### src/rtl/battery_voltage_window_filter_unit_assert.svh
// ----------------------------------------------------------------------------
// Battery voltage window filter assertion macros
// Concurrent assertion wrappers that compile away when SYNTH is defined.
// ----------------------------------------------------------------------------
`ifndef BATTERY_VOLTAGE_WINDOW_FILTER_UNIT_ASSERT_SVH
`define BATTERY_VOLTAGE_WINDOW_FILTER_UNIT_ASSERT_SVH

`ifndef SYNTH
// Property that must hold in the same cycle as its condition.
`define BVWF_ASSERT_NOW(label, cond, prop, msg) \
    label: assert property (@(posedge clk) disable iff (!rst_n) (cond) |-> (prop)) \
        else $error(msg);
// Property that must hold in the cycle after its condition.
`define BVWF_ASSERT_NEXT(label, cond, prop, msg) \
    label: assert property (@(posedge clk) disable iff (!rst_n) (cond) |=> (prop)) \
        else $error(msg);
`else
`define BVWF_ASSERT_NOW(label, cond, prop, msg)
`define BVWF_ASSERT_NEXT(label, cond, prop, msg)
`endif

`endif

### src/rtl/bvwf_pkg.sv
`timescale 1ns / 1ps
// ----------------------------------------------------------------------------
// Battery voltage window filter package
// Widths, register indexes and reset values shared by the filter's files.
// ----------------------------------------------------------------------------
package bvwf_pkg;

    // Window geometry.
    localparam int WINDOW_DEPTH = 40;
    localparam int SAMPLE_W     = 10;
    localparam int SAMPLE_MAX   = (1 << SAMPLE_W) - 1;
    localparam int ADDR_W       = (WINDOW_DEPTH > 1) ? $clog2(WINDOW_DEPTH) : 1;
    localparam int COUNT_W      = $clog2(WINDOW_DEPTH + 1);
    localparam int SUM_W        = $clog2(WINDOW_DEPTH * SAMPLE_MAX + 1);

    // Trimmed average: ((sum - min) * 10 + 5) / (depth - 1) / 10.
    localparam int AVG_SCALE    = 10;
    localparam int AVG_ROUND    = 5;
    localparam int FULL_DIVISOR = (WINDOW_DEPTH - 1) * AVG_SCALE;
    localparam int NUM_W        = $clog2(WINDOW_DEPTH * SAMPLE_MAX * AVG_SCALE + AVG_ROUND + 1);
    localparam int DEN_W        = $clog2(FULL_DIVISOR + 1);
    localparam int DIV_CNT_W    = $clog2(NUM_W);

    localparam logic [ADDR_W-1:0] LAST_ADDR = ADDR_W'(WINDOW_DEPTH - 1);

    // Hysteresis counters.
    localparam int LOW_CNT_W  = 16;
    localparam int HIGH_CNT_W = 8;

    // Configuration registers.
    localparam int THR_W        = 10;
    localparam int HOLD_W       = 8;
    localparam int CFG_INDEX_W  = 8;
    localparam int CFG_DATA_W   = 10;

    localparam logic [CFG_INDEX_W-1:0] REG_LOW_THRESHOLD = CFG_INDEX_W'(0);
    localparam logic [CFG_INDEX_W-1:0] REG_HOLD_COUNT    = CFG_INDEX_W'(1);

    localparam logic [THR_W-1:0]  THR_RESET  = THR_W'(330);
    localparam logic [HOLD_W-1:0] HOLD_RESET = HOLD_W'(20);

endpackage

### src/rtl/bvwf_ram.sv
`timescale 1ns / 1ps
// ----------------------------------------------------------------------------
// Generic single-port-write RAM
// One write port and one read port; the read data is registered.
// ----------------------------------------------------------------------------
module bvwf_ram #(
    parameter int WIDTH = 8,
    parameter int DEPTH = 16
) (
    input  logic                                        clk,
    input  logic                                        wr_en,
    input  logic [((DEPTH > 1) ? $clog2(DEPTH) : 1)-1:0] wr_addr,
    input  logic [WIDTH-1:0]                            wr_data,
    input  logic [((DEPTH > 1) ? $clog2(DEPTH) : 1)-1:0] rd_addr,
    output logic [WIDTH-1:0]                            rd_data
);

    logic [WIDTH-1:0] mem [DEPTH];
    logic [WIDTH-1:0] rd_data_reg;

    // Write port and registered read port.
    always_ff @(posedge clk)
    begin
        if (wr_en)
        begin
            mem[wr_addr] <= wr_data;
        end
        rd_data_reg <= mem[rd_addr];
    end

    assign rd_data = rd_data_reg;

endmodule

### src/rtl/battery_voltage_window_filter_unit.sv
`timescale 1ns / 1ps
// ----------------------------------------------------------------------------
// Battery voltage window filter
// Keeps a ring of recent samples and reports the window maximum, or the window
// average (trimmed once the ring is full) once the battery has read low for long enough.
// ----------------------------------------------------------------------------
// Usage:
// - The input channel (in_valid, in_ready, sample) takes one sample word.
//   The block works on one word at a time; in_ready is high only while idle.
// - The output channel (out_valid, out_ready, level, using_average) gives
//   exactly one result word for every sample word.
// - A word is accepted, and written to the ring, in an idle cycle. Its result
//   is loaded after the states ST_SCAN (the ring is read through the RAM read
//   port), ST_SETUP, ST_DIV (the bit-serial divider) and ST_DECIDE. The block
//   takes the next word only once it is back in idle. The scan and the serial
//   divide set how often it can take a word.
// - The result sits in an output register, so a new sample is accepted while
//   the previous result waits; if the receiver still stalls when the next
//   result is ready, the block holds in its decision cycle.
// - The configuration channel (cfg_valid, cfg_ready, cfg_index, cfg_data)
//   is always ready; index 0 is low_threshold, 1 is hold_count, others are
//   ignored. Write it only while the block is idle.
// - Reset empties the ring at once through per-entry valid flags, clears the
//   counters and loads threshold 330 and hold count 20.
// ----------------------------------------------------------------------------
`include "battery_voltage_window_filter_unit_assert.svh"

module battery_voltage_window_filter_unit (
    input  logic                                clk,
    input  logic                                rst_n,
    input  logic                                in_valid,
    output logic                                in_ready,
    input  logic [bvwf_pkg::SAMPLE_W-1:0]       sample,
    output logic                                out_valid,
    input  logic                                out_ready,
    output logic [bvwf_pkg::SAMPLE_W-1:0]       level,
    output logic                                using_average,
    input  logic                                cfg_valid,
    output logic                                cfg_ready,
    input  logic [bvwf_pkg::CFG_INDEX_W-1:0]    cfg_index,
    input  logic [bvwf_pkg::CFG_DATA_W-1:0]     cfg_data
);

    import bvwf_pkg::*;

    localparam logic [2:0] ST_IDLE   = 3'd0;
    localparam logic [2:0] ST_SCAN   = 3'd1;
    localparam logic [2:0] ST_SETUP  = 3'd2;
    localparam logic [2:0] ST_DIV    = 3'd3;
    localparam logic [2:0] ST_DECIDE = 3'd4;

    logic [2:0]              state_reg, state_next;

    // Configuration registers.
    logic [THR_W-1:0]        thr_reg;
    logic [HOLD_W-1:0]       hold_reg;

    // Ring bookkeeping.
    logic [ADDR_W-1:0]       wr_idx_reg, wr_idx_next;
    logic [WINDOW_DEPTH-1:0] valid_reg;

    // Scan pipeline.
    logic [ADDR_W-1:0]       rd_addr_reg, rd_addr_next;
    logic                    issue_reg, issue_next;
    logic                    data_vld_reg, data_vld_next;
    logic [ADDR_W-1:0]       data_addr_reg, data_addr_next;
    logic                    data_bit_reg, data_bit_next;
    logic [SAMPLE_W-1:0]     ram_rd_data;
    logic [SAMPLE_W-1:0]     entry;

    // Scan accumulators.
    logic [SUM_W-1:0]        sum_reg, sum_next;
    logic [COUNT_W-1:0]      count_reg, count_next;
    logic [SAMPLE_W-1:0]     hi_reg, hi_next;
    logic [SAMPLE_W-1:0]     lo_reg, lo_next;
    logic                    last_nz_reg, last_nz_next;

    // Divider.
    logic [NUM_W-1:0]        num_reg, num_next;
    logic [DEN_W-1:0]        den_reg, den_next;
    logic [DEN_W-1:0]        rem_reg, rem_next;
    logic [DIV_CNT_W-1:0]    div_cnt_reg, div_cnt_next;
    logic [DEN_W:0]          trial;
    logic                    trial_ge;
    logic [SUM_W-1:0]        trim_diff;

    // Hysteresis.
    logic [LOW_CNT_W-1:0]    low_cnt_reg, low_cnt_next;
    logic [HIGH_CNT_W-1:0]   high_cnt_reg, high_cnt_next;
    logic [LOW_CNT_W-1:0]    low_inc;
    logic [HIGH_CNT_W-1:0]   high_inc;
    logic [SAMPLE_W-1:0]     avg;

    // Output register.
    logic                    out_valid_reg, out_valid_next;
    logic [SAMPLE_W-1:0]     level_reg, level_next;
    logic                    use_avg_reg, use_avg_next;

    logic                    in_fire;
    logic                    out_free;

    assign in_ready      = (state_reg == ST_IDLE);
    assign in_fire       = in_valid && in_ready;
    assign cfg_ready     = 1'b1;
    assign out_valid     = out_valid_reg;
    assign level         = level_reg;
    assign using_average = use_avg_reg;
    assign out_free      = !out_valid_reg || out_ready;

    // Sample ring storage.
    bvwf_ram #(
        .WIDTH (SAMPLE_W),
        .DEPTH (WINDOW_DEPTH)
    ) u_ring (
        .clk     (clk),
        .wr_en   (in_fire),
        .wr_addr (wr_idx_reg),
        .wr_data (sample),
        .rd_addr (rd_addr_reg),
        .rd_data (ram_rd_data)
    );

    // An entry never written since reset reads as zero.
    assign entry = data_bit_reg ? ram_rd_data : '0;

    // Divider step: shift in the next dividend bit and try the subtraction.
    assign trial    = {rem_reg, num_reg[NUM_W-1]};
    assign trial_ge = (trial >= {1'b0, den_reg});
    assign avg      = num_reg[SAMPLE_W-1:0];

    // Trimmed sum for a full window.
    assign trim_diff = sum_reg - SUM_W'(lo_reg);

    // Saturating counter increments.
    assign low_inc  = (low_cnt_reg == '1) ? low_cnt_reg : low_cnt_reg + LOW_CNT_W'(1);
    assign high_inc = (high_cnt_reg == '1) ? high_cnt_reg : high_cnt_reg + HIGH_CNT_W'(1);

    // Sequencer and datapath next-state logic.
    always_comb
    begin
        state_next     = state_reg;
        wr_idx_next    = wr_idx_reg;
        rd_addr_next   = rd_addr_reg;
        issue_next     = issue_reg;
        data_vld_next  = 1'b0;
        data_addr_next = rd_addr_reg;
        data_bit_next  = valid_reg[rd_addr_reg];
        sum_next       = sum_reg;
        count_next     = count_reg;
        hi_next        = hi_reg;
        lo_next        = lo_reg;
        last_nz_next   = last_nz_reg;
        num_next       = num_reg;
        den_next       = den_reg;
        rem_next       = rem_reg;
        div_cnt_next   = div_cnt_reg;
        low_cnt_next   = low_cnt_reg;
        high_cnt_next  = high_cnt_reg;
        out_valid_next = out_valid_reg && !out_ready;
        level_next     = level_reg;
        use_avg_next   = use_avg_reg;

        case (state_reg)
            ST_IDLE:
            begin
                if (in_fire)
                begin
                    wr_idx_next  = (wr_idx_reg == LAST_ADDR) ? '0 : wr_idx_reg + ADDR_W'(1);
                    rd_addr_next = '0;
                    issue_next   = 1'b1;
                    sum_next     = '0;
                    count_next   = '0;
                    hi_next      = '0;
                    lo_next      = SAMPLE_W'(SAMPLE_MAX);
                    last_nz_next = 1'b0;
                    state_next   = ST_SCAN;
                end
            end

            ST_SCAN:
            begin
                // Issue one read a cycle; data comes back in the next cycle.
                data_vld_next = issue_reg;
                if (issue_reg)
                begin
                    if (rd_addr_reg == LAST_ADDR)
                    begin
                        issue_next = 1'b0;
                    end
                    else
                    begin
                        rd_addr_next = rd_addr_reg + ADDR_W'(1);
                    end
                end
                if (data_vld_reg)
                begin
                    if (entry != '0)
                    begin
                        sum_next   = sum_reg + SUM_W'(entry);
                        count_next = count_reg + COUNT_W'(1);
                    end
                    if (entry > hi_reg)
                    begin
                        hi_next = entry;
                    end
                    if (entry < lo_reg)
                    begin
                        lo_next = entry;
                    end
                    if (data_addr_reg == LAST_ADDR)
                    begin
                        last_nz_next = (entry != '0);
                        state_next   = ST_SETUP;
                    end
                end
            end

            ST_SETUP:
            begin
                // Pick the dividend and divisor for the window average.
                rem_next     = '0;
                div_cnt_next = DIV_CNT_W'(NUM_W - 1);
                if (count_reg == '0)
                begin
                    num_next = '0;
                    den_next = DEN_W'(1);
                end
                else if (count_reg == COUNT_W'(WINDOW_DEPTH))
                begin
                    num_next = NUM_W'(trim_diff) * NUM_W'(AVG_SCALE) + NUM_W'(AVG_ROUND);
                    den_next = DEN_W'(FULL_DIVISOR);
                end
                else
                begin
                    num_next = NUM_W'(sum_reg);
                    den_next = DEN_W'(count_reg);
                end
                state_next = ST_DIV;
            end

            ST_DIV:
            begin
                // Restoring division, one quotient bit a cycle.
                num_next = {num_reg[NUM_W-2:0], trial_ge};
                if (trial_ge)
                begin
                    rem_next = DEN_W'(trial - {1'b0, den_reg});
                end
                else
                begin
                    rem_next = trial[DEN_W-1:0];
                end
                if (div_cnt_reg == '0)
                begin
                    state_next = ST_DECIDE;
                end
                else
                begin
                    div_cnt_next = div_cnt_reg - DIV_CNT_W'(1);
                end
            end

            ST_DECIDE:
            begin
                // Update the hysteresis counters and load the result word.
                if (out_free)
                begin
                    level_next   = hi_reg;
                    use_avg_next = 1'b0;
                    if (last_nz_reg)
                    begin
                        if (avg <= thr_reg)
                        begin
                            low_cnt_next  = low_inc;
                            high_cnt_next = '0;
                        end
                        else if (high_inc >= hold_reg)
                        begin
                            low_cnt_next  = '0;
                            high_cnt_next = '0;
                        end
                        else
                        begin
                            high_cnt_next = high_inc;
                        end
                        if (low_cnt_next >= LOW_CNT_W'(hold_reg))
                        begin
                            level_next   = avg;
                            use_avg_next = 1'b1;
                        end
                    end
                    out_valid_next = 1'b1;
                    state_next     = ST_IDLE;
                end
            end

            default:
            begin
                state_next = ST_IDLE;
            end
        endcase
    end

    // Control registers.
    always_ff @(posedge clk or negedge rst_n)
    begin
        if (!rst_n)
        begin
            state_reg     <= ST_IDLE;
            wr_idx_reg    <= '0;
            valid_reg     <= '0;
            issue_reg     <= 1'b0;
            data_vld_reg  <= 1'b0;
            low_cnt_reg   <= '0;
            high_cnt_reg  <= '0;
            out_valid_reg <= 1'b0;
            thr_reg       <= THR_RESET;
            hold_reg      <= HOLD_RESET;
        end
        else
        begin
            state_reg     <= state_next;
            wr_idx_reg    <= wr_idx_next;
            issue_reg     <= issue_next;
            data_vld_reg  <= data_vld_next;
            low_cnt_reg   <= low_cnt_next;
            high_cnt_reg  <= high_cnt_next;
            out_valid_reg <= out_valid_next;
            if (in_fire)
            begin
                valid_reg[wr_idx_reg] <= 1'b1;
            end
            if (cfg_valid && cfg_ready)
            begin
                case (cfg_index)
                    REG_LOW_THRESHOLD: thr_reg  <= cfg_data[THR_W-1:0];
                    REG_HOLD_COUNT:    hold_reg <= cfg_data[HOLD_W-1:0];
                    default:           ;
                endcase
            end
        end
    end

    // Datapath registers.
    always_ff @(posedge clk)
    begin
        rd_addr_reg   <= rd_addr_next;
        data_addr_reg <= data_addr_next;
        data_bit_reg  <= data_bit_next;
        sum_reg       <= sum_next;
        count_reg     <= count_next;
        hi_reg        <= hi_next;
        lo_reg        <= lo_next;
        last_nz_reg   <= last_nz_next;
        num_reg       <= num_next;
        den_reg       <= den_next;
        rem_reg       <= rem_next;
        div_cnt_reg   <= div_cnt_next;
        level_reg     <= level_next;
        use_avg_reg   <= use_avg_next;
    end

    // Assertions.
    `BVWF_ASSERT_NOW(a_div_rem_bound, state_reg == ST_DIV, rem_reg < den_reg, "divider remainder not below divisor")
    `BVWF_ASSERT_NOW(a_count_bound, state_reg == ST_SETUP, count_reg <= COUNT_W'(WINDOW_DEPTH), "nonzero count exceeds window depth")
    `BVWF_ASSERT_NOW(a_avg_needs_low, out_valid_reg && use_avg_reg, low_cnt_reg >= LOW_CNT_W'(hold_reg), "average reported below hold count")
    `BVWF_ASSERT_NEXT(a_accept_starts_scan, in_fire, state_reg == ST_SCAN && issue_reg, "accepted word did not start a scan")

endmodule

### config.mk
export PLATFORM = sky130hd
export DESIGN_NAME = battery_voltage_window_filter_unit
export DESIGN_NICKNAME = d
export VERILOG_FILES = /design/src/rtl/bvwf_pkg.sv /design/src/rtl/bvwf_ram.sv /design/src/rtl/battery_voltage_window_filter_unit.sv
export VERILOG_INCLUDE_DIRS = /design/src /design/src/rtl
export SDC_FILE = /design/constraint.sdc
export NUM_CORES = 1
export LEC_CHECK = 0
export BUFFER_PORTS_ARGS = -buffer_cell sky130_fd_sc_hd__buf_2
export CORE_ASPECT_RATIO = 1.2
export CORE_MARGIN = 10
export CORE_UTILIZATION = 50
export DETAILED_ROUTE_END_ITERATION = 10
export PLACE_DENSITY = 0.68
export SYNTH_ARGS = -nofsm -noshare
export SYNTH_HDL_FRONTEND = slang
export SYNTH_SLANG_ARGS = --single-unit
### constraint.sdc
create_clock -name clk -period 4.8 [get_ports clk]
set_input_delay 0.96 -clock clk [delete_from_list [all_inputs] [get_ports clk]]
set_output_delay 0.96 -clock clk [all_outputs]
set_load 0.02 [all_outputs]
======== Word-level counts from Yosys, hierarchy flattened ========
Memories as Yosys holds them, arrays and structs flattened. A register that Yosys moved wholly into a read port is not among the register bits.
Cells that the tools add are included.
word-level totals
  register bits ........................... 203
  bits in writable memories ............... 400
  input port bits ......................... 33
  output and inout bits ................... 14
  word-level logic and storage cells ...... 160
  memories kept ........................... 1
operators by class
  $add $sub $neg .......................... 10
  multipliers ............................. 1
  magnitude comparators ................... 9
  equality and inequality tests ........... 22
  muxes and demuxes ....................... 64
  bitwise gates (word level) .............. 1
  reductions and logical operators ........ 27
memory list
  name        words  width  rd ports  clocked after Yosys merged registers in  wr ports  RTL line        source
  u_ring.mem  40     10     1         1                                        1         bvwf_ram.sv:18  logic [WIDTH-1:0] mem [DEPTH];
operators by type and width
  cell                                                 number
  two-way mux 16 bit                                   9
  two-way mux 10 bit                                   9
  OR 40 bit                                            1
  one-hot mux 10 bit (2 select lines)                  2
  two-way mux 19 bit                                   2
  one-hot mux 19 bit (2 select lines)                  1
  two-way mux 6 bit                                    6
  one-hot mux 16 bit (2 select lines)                  1
  == test 6 bit (second input constant)                4
  two-way mux 8 bit                                    3
  one-hot mux 6 bit (2 select lines)                   2
  != test 2 bit (second input constant)                10
  AND reduction 4 bit                                  5
  adder 19 x 3 -> 19 bit (second input constant)       1
  adder 6 x 1 -> 6 bit (second input constant)         3
  multiplier 16 x 3 -> 18 bit (second input constant)  1
  two-way mux 9 bit                                    2
  one-hot mux 9 bit (2 select lines)                   1
  adder 16 x 1 -> 16 bit (second input constant)       1
  adder 16 x 10 -> 16 bit                              1
  == test 16 bit (second input constant)               1
  greater-or-equal comparator 16 x 8 -> 1 bit          1
  subtractor 16 x 10 -> 16 bit                         1
  two-way mux 3 bit                                    5
  other kinds (36)                                     61

======== Logic depth before layout (Yosys ltp) ========
  depth after elaboration ................. 11
  gate-level depth with buffers ........... 23
  gate-level depth less buffers ........... 22

======== Hierarchy ========
From an unflattened synthesis, not the netlist that was laid out.
unflattened totals
  cells, all modules ...................... 2117
  area total of the unflattened synthesis .. 28830.2 µm²
modules (own cells, without submodules)
  module                              times used  cells each  area each (µm²)
  bvwf_ram                            1           849         16143.0
  battery_voltage_window_filter_unit  1           1268        12687.2

======== Worst setup path after synthesis ========
Ideal clock, no wire load.
  kind .................................... reg2reg
  start point ............................. register high_cnt_reg[0]
  end point ............................... register level_reg[0], in the netlist level[0], data pin
  library setup time ...................... 260 ps
  data arrival time ....................... 4563 ps
  required time ........................... 4540 ps
  slack ................................... -24 ps
  cell stages (with the launch flop) ...... 24
  buffers on the path ..................... 1
  clock period less this slack ............ 4824 ps
  cells stage by stage .................... dfrtp_1 > ha_1 > and3_1 > nand3_1 > nand2_1 > xnor2_1 > ha_1 > a21o_1 > a31oi_1 > o21ai_0 > a221oi_1 > or2b_1 > nand2_1 > ha_1 > nand2b_1 > a21o_1 > a21oi_1 > o211a_1 > a21oi_1 > a311o_1 > o41ai_2 > nand2_1 > buf_6 > mux2_4
on the way
  cells in the longest elaborated chain, start to end .. 11
  elaborated cells between the ends (all ways) .. 12
  classes of those cells .................. 1 x add/sub; 2 x order compare; 1 x eq/ne; 8 x mux
ends and longest elaborated chain
  what                                                          RTL line                                   source
  start, declared                                               battery_voltage_window_filter_unit.sv:89   logic [HIGH_CNT_W-1:0] high_cnt_reg, high_cnt_next;
  start signal, assigned                                        battery_voltage_window_filter_unit.sv:327  high_cnt_reg <= high_cnt_next;
  adder 8 x 1 -> 8 bit / == test 8 bit (equally long branches)  battery_voltage_window_filter_unit.sv:136  assign high_inc = (high_cnt_reg == '1) ? high_cnt_reg : high_cnt_reg + HIGH_CNT_W'(1);
  two-way mux 8 bit (*)                                         battery_voltage_window_filter_unit.sv:136
  greater-or-equal comparator 8 bit (*)                         battery_voltage_window_filter_unit.sv:277  else if (high_inc >= hold_reg)
  two-way mux 16 bit (*)                                        battery_voltage_window_filter_unit.sv:277
  two-way mux 16 bit (*)                                        battery_voltage_window_filter_unit.sv:272  if (avg <= thr_reg)
  two-way mux 16 bit (*)                                        battery_voltage_window_filter_unit.sv:270  if (last_nz_reg)
  two-way mux 16 bit (*)                                        battery_voltage_window_filter_unit.sv:266  if (out_free)
  two-way mux 16 bit (*)                                        battery_voltage_window_filter_unit.sv:163  case (state_reg)
  greater-or-equal comparator 16 x 8 -> 1 bit (*)               battery_voltage_window_filter_unit.sv:286  if (low_cnt_next >= LOW_CNT_W'(hold_reg))
  two-way mux 10 bit (*)                                        battery_voltage_window_filter_unit.sv:286
  two-way mux 10 bit (*)                                        battery_voltage_window_filter_unit.sv:270
  end signal, assigned                                          battery_voltage_window_filter_unit.sv:359  level_reg <= level_next;
  end, declared                                                 battery_voltage_window_filter_unit.sv:96   logic [SAMPLE_W-1:0] level_reg, level_next;
Mark *: on every way between the ends. The rest lies on a longest branch, timed or not. The select of a mux whose other input is x is not followed.
A chain may end at the register's enable or synchronous reset.

======== Worst setup path in the final report ========
  start point ............................. register lo_reg[1]
  end point ............................... register num_reg[18], data pin
on the way
  cells in the longest elaborated chain, start to end .. 6
ends and longest elaborated chain
  what                                 RTL line                                   source
  start, declared                      battery_voltage_window_filter_unit.sv:75   logic [SAMPLE_W-1:0] lo_reg, lo_next;
  start signal, assigned               battery_voltage_window_filter_unit.sv:353  lo_reg <= lo_next;
  subtractor 16 x 10 -> 16 bit         battery_voltage_window_filter_unit.sv:132  assign trim_diff = sum_reg - SUM_W'(lo_reg);
  multiplier 16 x 3 -> 18 bit          battery_voltage_window_filter_unit.sv:230  num_next = NUM_W'(trim_diff) * NUM_W'(AVG_SCALE) + NUM_W'(AVG_ROUND);
  adder 19 x 3 -> 19 bit               battery_voltage_window_filter_unit.sv:230
  two-way mux 19 bit                   battery_voltage_window_filter_unit.sv:228  else if (count_reg == COUNT_W'(WINDOW_DEPTH))
  two-way mux 19 bit                   battery_voltage_window_filter_unit.sv:223  if (count_reg == '0)
  one-hot mux 19 bit (2 select lines)  battery_voltage_window_filter_unit.sv:163
  net num_next[18]                     battery_voltage_window_filter_unit.sv:79   logic [NUM_W-1:0] num_reg, num_next;
  end signal, assigned                 battery_voltage_window_filter_unit.sv:355  num_reg <= num_next;
  end, declared                        battery_voltage_window_filter_unit.sv:79
The timed path passes the listed nets, and every way through them passes these cells.

==> impl_metrics.yaml <==
timing:
  timing.final.ws_setup_ns: -0.104
  setup-violations-final: 3
  final-max-slew-violation-count: 0
  rsz0062_at_grt: "yes"
  max_freq_ghz: 0.204
  report.final.hold_viol_count: 0
  fin_crit_ns: 4.90
  max-slew-margin-rel_pct: 23.9
  post_route_clock_skew_ns: 0.0256
  tightest_slew_ns: 1.14
  portion_of_the_clock_cycle_consumed_by_the_worst_path_in_the_final_layout_pct: 102
final_layout:
  area_growth_syn_to_layout_pct: 14.9
  num-fill-cells: 4269
  final_cell_mix: "500 x sky130_fd_sc_hd__edfxtp_1, 161 x sky130_fd_sc_hd__nor2_1, 132 x sky130_fd_sc_hd__nand2_1, 132 x sky130_fd_sc_hd__mux4_2, 109 x sky130_fd_sc_hd__buf_4"
  finalNetCount: 2204
  layout.core_utilization_pct: 57.8
  layout-drive-gt1-share_pct: 26.5
  flip_flop_count_of_the_largest_register_all_copies_and_words_added: 400
  stdcell_area_mm2: 0.0323
  n_antenna_cell: 0
  layout.cells.most_common: "sky130_fd_sc_hd__edfxtp_1"
  final_cell_count_no_fill: 2839
logic_synthesis:
  synth-seq-cells: 611
  syn_area_per_cell_um2: 14.7
  sequential_share_of_the_synthesized_area_pct: 63.1
  yosys.area_share.xor_xnor_pct: 1.93
  asyncSetResetFlopFracSynth_pct: 15.4
  combinational_family_with_the_most_area_after_synthesis: "multiplexers"
  cell_area_after_technology_mapping_mm2: 0.0281
  yosys.area_share.simple_pct: 9.34
  yosys.area_share.adder_pct: 4.96
  synthesis.yosys.warnings: 0
  synth-compound-area-share_pct: 5.73
  post_synth_inst_count: 1916
  postSynth.topFlopCell: "sky130_fd_sc_hd__edfxtp_1"
  synth.net_count: 2058
  synth_edf_count: 500
  post_synth_num_cell_types: 78
  muxShareOfSynthArea_pct: 12.7
floorplanning:
  core_mm2: 0.0559
  floorplan.die.width_um: 236
  initial_core_util_pct: 50.3
  fp.dieArea_mm2: 0.0661
  design.portCount: 47
  num_rows: 95
  die_height_um: 280
flow_run:
  maxCapViolCount: 0
clock_tree:
  numCtsBuffers: 59
  clock_tree_from_tritoncts: "yes"
  worstSkewPairLatency_ns: 0.62
  htreeDepth: 2
  postCtsHoldBufs: 0
  clkTransAtPathRegs_ns: 0.07
  cts-root-to-sink-buffers: 3
  cts-root-buf: "sky130_fd_sc_hd__clkbuf_16"
  cts_sinks: 611
worst_setup_path:
  type_of_element_launching_the_critical_path: "register"
  timing.rr.start: "lo_reg[1]"
  critical_path_peak_fanout: 4
  timing.rr.end: "num_reg[18]"
  timing.reg2reg.worst_path_depth: 22
  regToRegSetupSlack_ns: -0.10
  worst-endpoint-required_ns: 5.23
  cp-end-kind: "register"
  critical_path_class: "register to register"
  critical_path_arrival_ns: 5.33
routing:
  via_count: 16500
  via_per_inst: 5.80
  postRouteWirelength_mm: 61.0
  initialDrtViolationCount: 1154
  first_pass_iters: 7
  post_drt_wl_per_cell_um: 21.5
  detail-route-antenna-nets: 0
  drt_drc_violations_left: 0
placed_design:
  dpl_worst_slack_ns: -0.269
  dpl_cell_area_mm2: 0.0296
  gp_congestion: 0.852
  post-place-cells: 2698
  dp_hpwl_mm: 39.6
  port_buf_inserts: 45
global_route:
  maximum_number_of_pins_on_one_net_before_global_route_repair: 114
  grt_pass1_vias: 17000
  grt.overflow.total: 0
  antenna_violations_before_repair: 1
  wire_length_of_the_first_global_routing_pass_mm: 95.1
  groute.usage.overall_pct: 18.0
outcome:
  status: "finished, violations left"
  failed_checks: "negative setup slack"
min_path:
  min_path_type: "input port to asynchronous set/reset pin"
-- synthesized netlist by cell type, drive strengths merged (28+ instances only) --
cell / number / area (um2)
nand2: 136 / 513
mux4: 132 / 2970
nand3: 36 / 180
o21ai: 61 / 305
nor2b: 28 / 175
nor2: 167 / 627
dfrtp: 88 / 2200
xnor2: 38 / 333
clkbuf: 57 / 214
inv: 87 / 327
or2: 46 / 288
edfxtp: 500 / 15000
a21oi: 56 / 280
mux2: 30 / 372
ha: 105 / 1310
-- what timing repair did --
item / 4_1_cts / 5_1_grt
endpoints found under the hold margin: 0 / 0
gates resized for setup: 28 / 91
setup buffers: 8 / 23
pin swaps: 12 / 61
cloned: 1 / 0
setup endpoints to repair: 18 / 20
-- metrics by stage --
step                      hold WS, ns  TNS (ns)
after floorplan                 0.346         0
after global placement          0.446   -0.0720
after detailed placement        0.447     -1.50
after CTS                       0.467  -0.00253
after global routing            0.477     -3.30
final                           0.461    -0.121
-- kinds of logic after synthesis --
| family | count (synthesis) |
|---|---|
| xor+xnor | 62 |
| other cells | 1 |
| compound gates | 244 |
| mux | 184 |
| fa+ha+maj | 109 |
| simple gates | 541 |
| flops | 611 |
| buf+inv | 164 |
-- cell type report --
cell class	count	area (um2)	share of cell area (%)
Multi-Input combinational cell	1141	10300	32.0
Tap cell	727	910	2.82
Sequential cell	611	17700	54.9
Inverter	87	327	1.01
Timing Repair Buffer	162	1160	3.58
Clock buffer	74	1550	4.81
Clock inverter	37	287	0.887
-- metal layers --
layer | routed length, um | global-route usage [%]
met5 | 0 | 0
met4 | 1360 | 4.63
met3 | 2780 | 2.84
met2 | 31800 | 32.2
met1 | 25100 | 22.3
-- critical path, stage by stage, from the launching register on --
cell and delay, ns:
sky130_fd_sc_hd__edfxtp_1 0.45, sky130_fd_sc_hd__inv_2 0.11, sky130_fd_sc_hd__ha_4 0.19, sky130_fd_sc_hd__nor2b_4 0.12
sky130_fd_sc_hd__o31a_1 0.31, sky130_fd_sc_hd__o211ai_1 0.31, sky130_fd_sc_hd__buf_4 0.16, sky130_fd_sc_hd__nand2_1 0.05
sky130_fd_sc_hd__a21oi_2 0.18, sky130_fd_sc_hd__xnor2_2 0.15, sky130_fd_sc_hd__ha_1 0.29, sky130_fd_sc_hd__ha_4 0.28
sky130_fd_sc_hd__buf_4 0.12, sky130_fd_sc_hd__nor2_2 0.06, sky130_fd_sc_hd__a22oi_1 0.21, sky130_fd_sc_hd__nand2_1 0.15
sky130_fd_sc_hd__and3_1 0.21, sky130_fd_sc_hd__nor4b_2 0.30, sky130_fd_sc_hd__buf_4 0.18, sky130_fd_sc_hd__nand4b_1 0.16
sky130_fd_sc_hd__o31a_1 0.31, sky130_fd_sc_hd__o21a_1 0.19, sky130_fd_sc_hd__o31ai_2 0.22
-- how the worst max path moves through the flow --
stage	start	end
floorplan	high_cnt_reg[0]	level[0]
global placement	sum_reg[0]	num_reg[18]
detailed placement	sum_reg[0]	num_reg[18]
CTS	sum_reg[0]	num_reg[18]
global route	lo_reg[1]	num_reg[18]
finish	lo_reg[1]	num_reg[18]
Power is not shown: default switching activity piles up to over one toggle a cycle in this logic, so the estimate is an artifact.
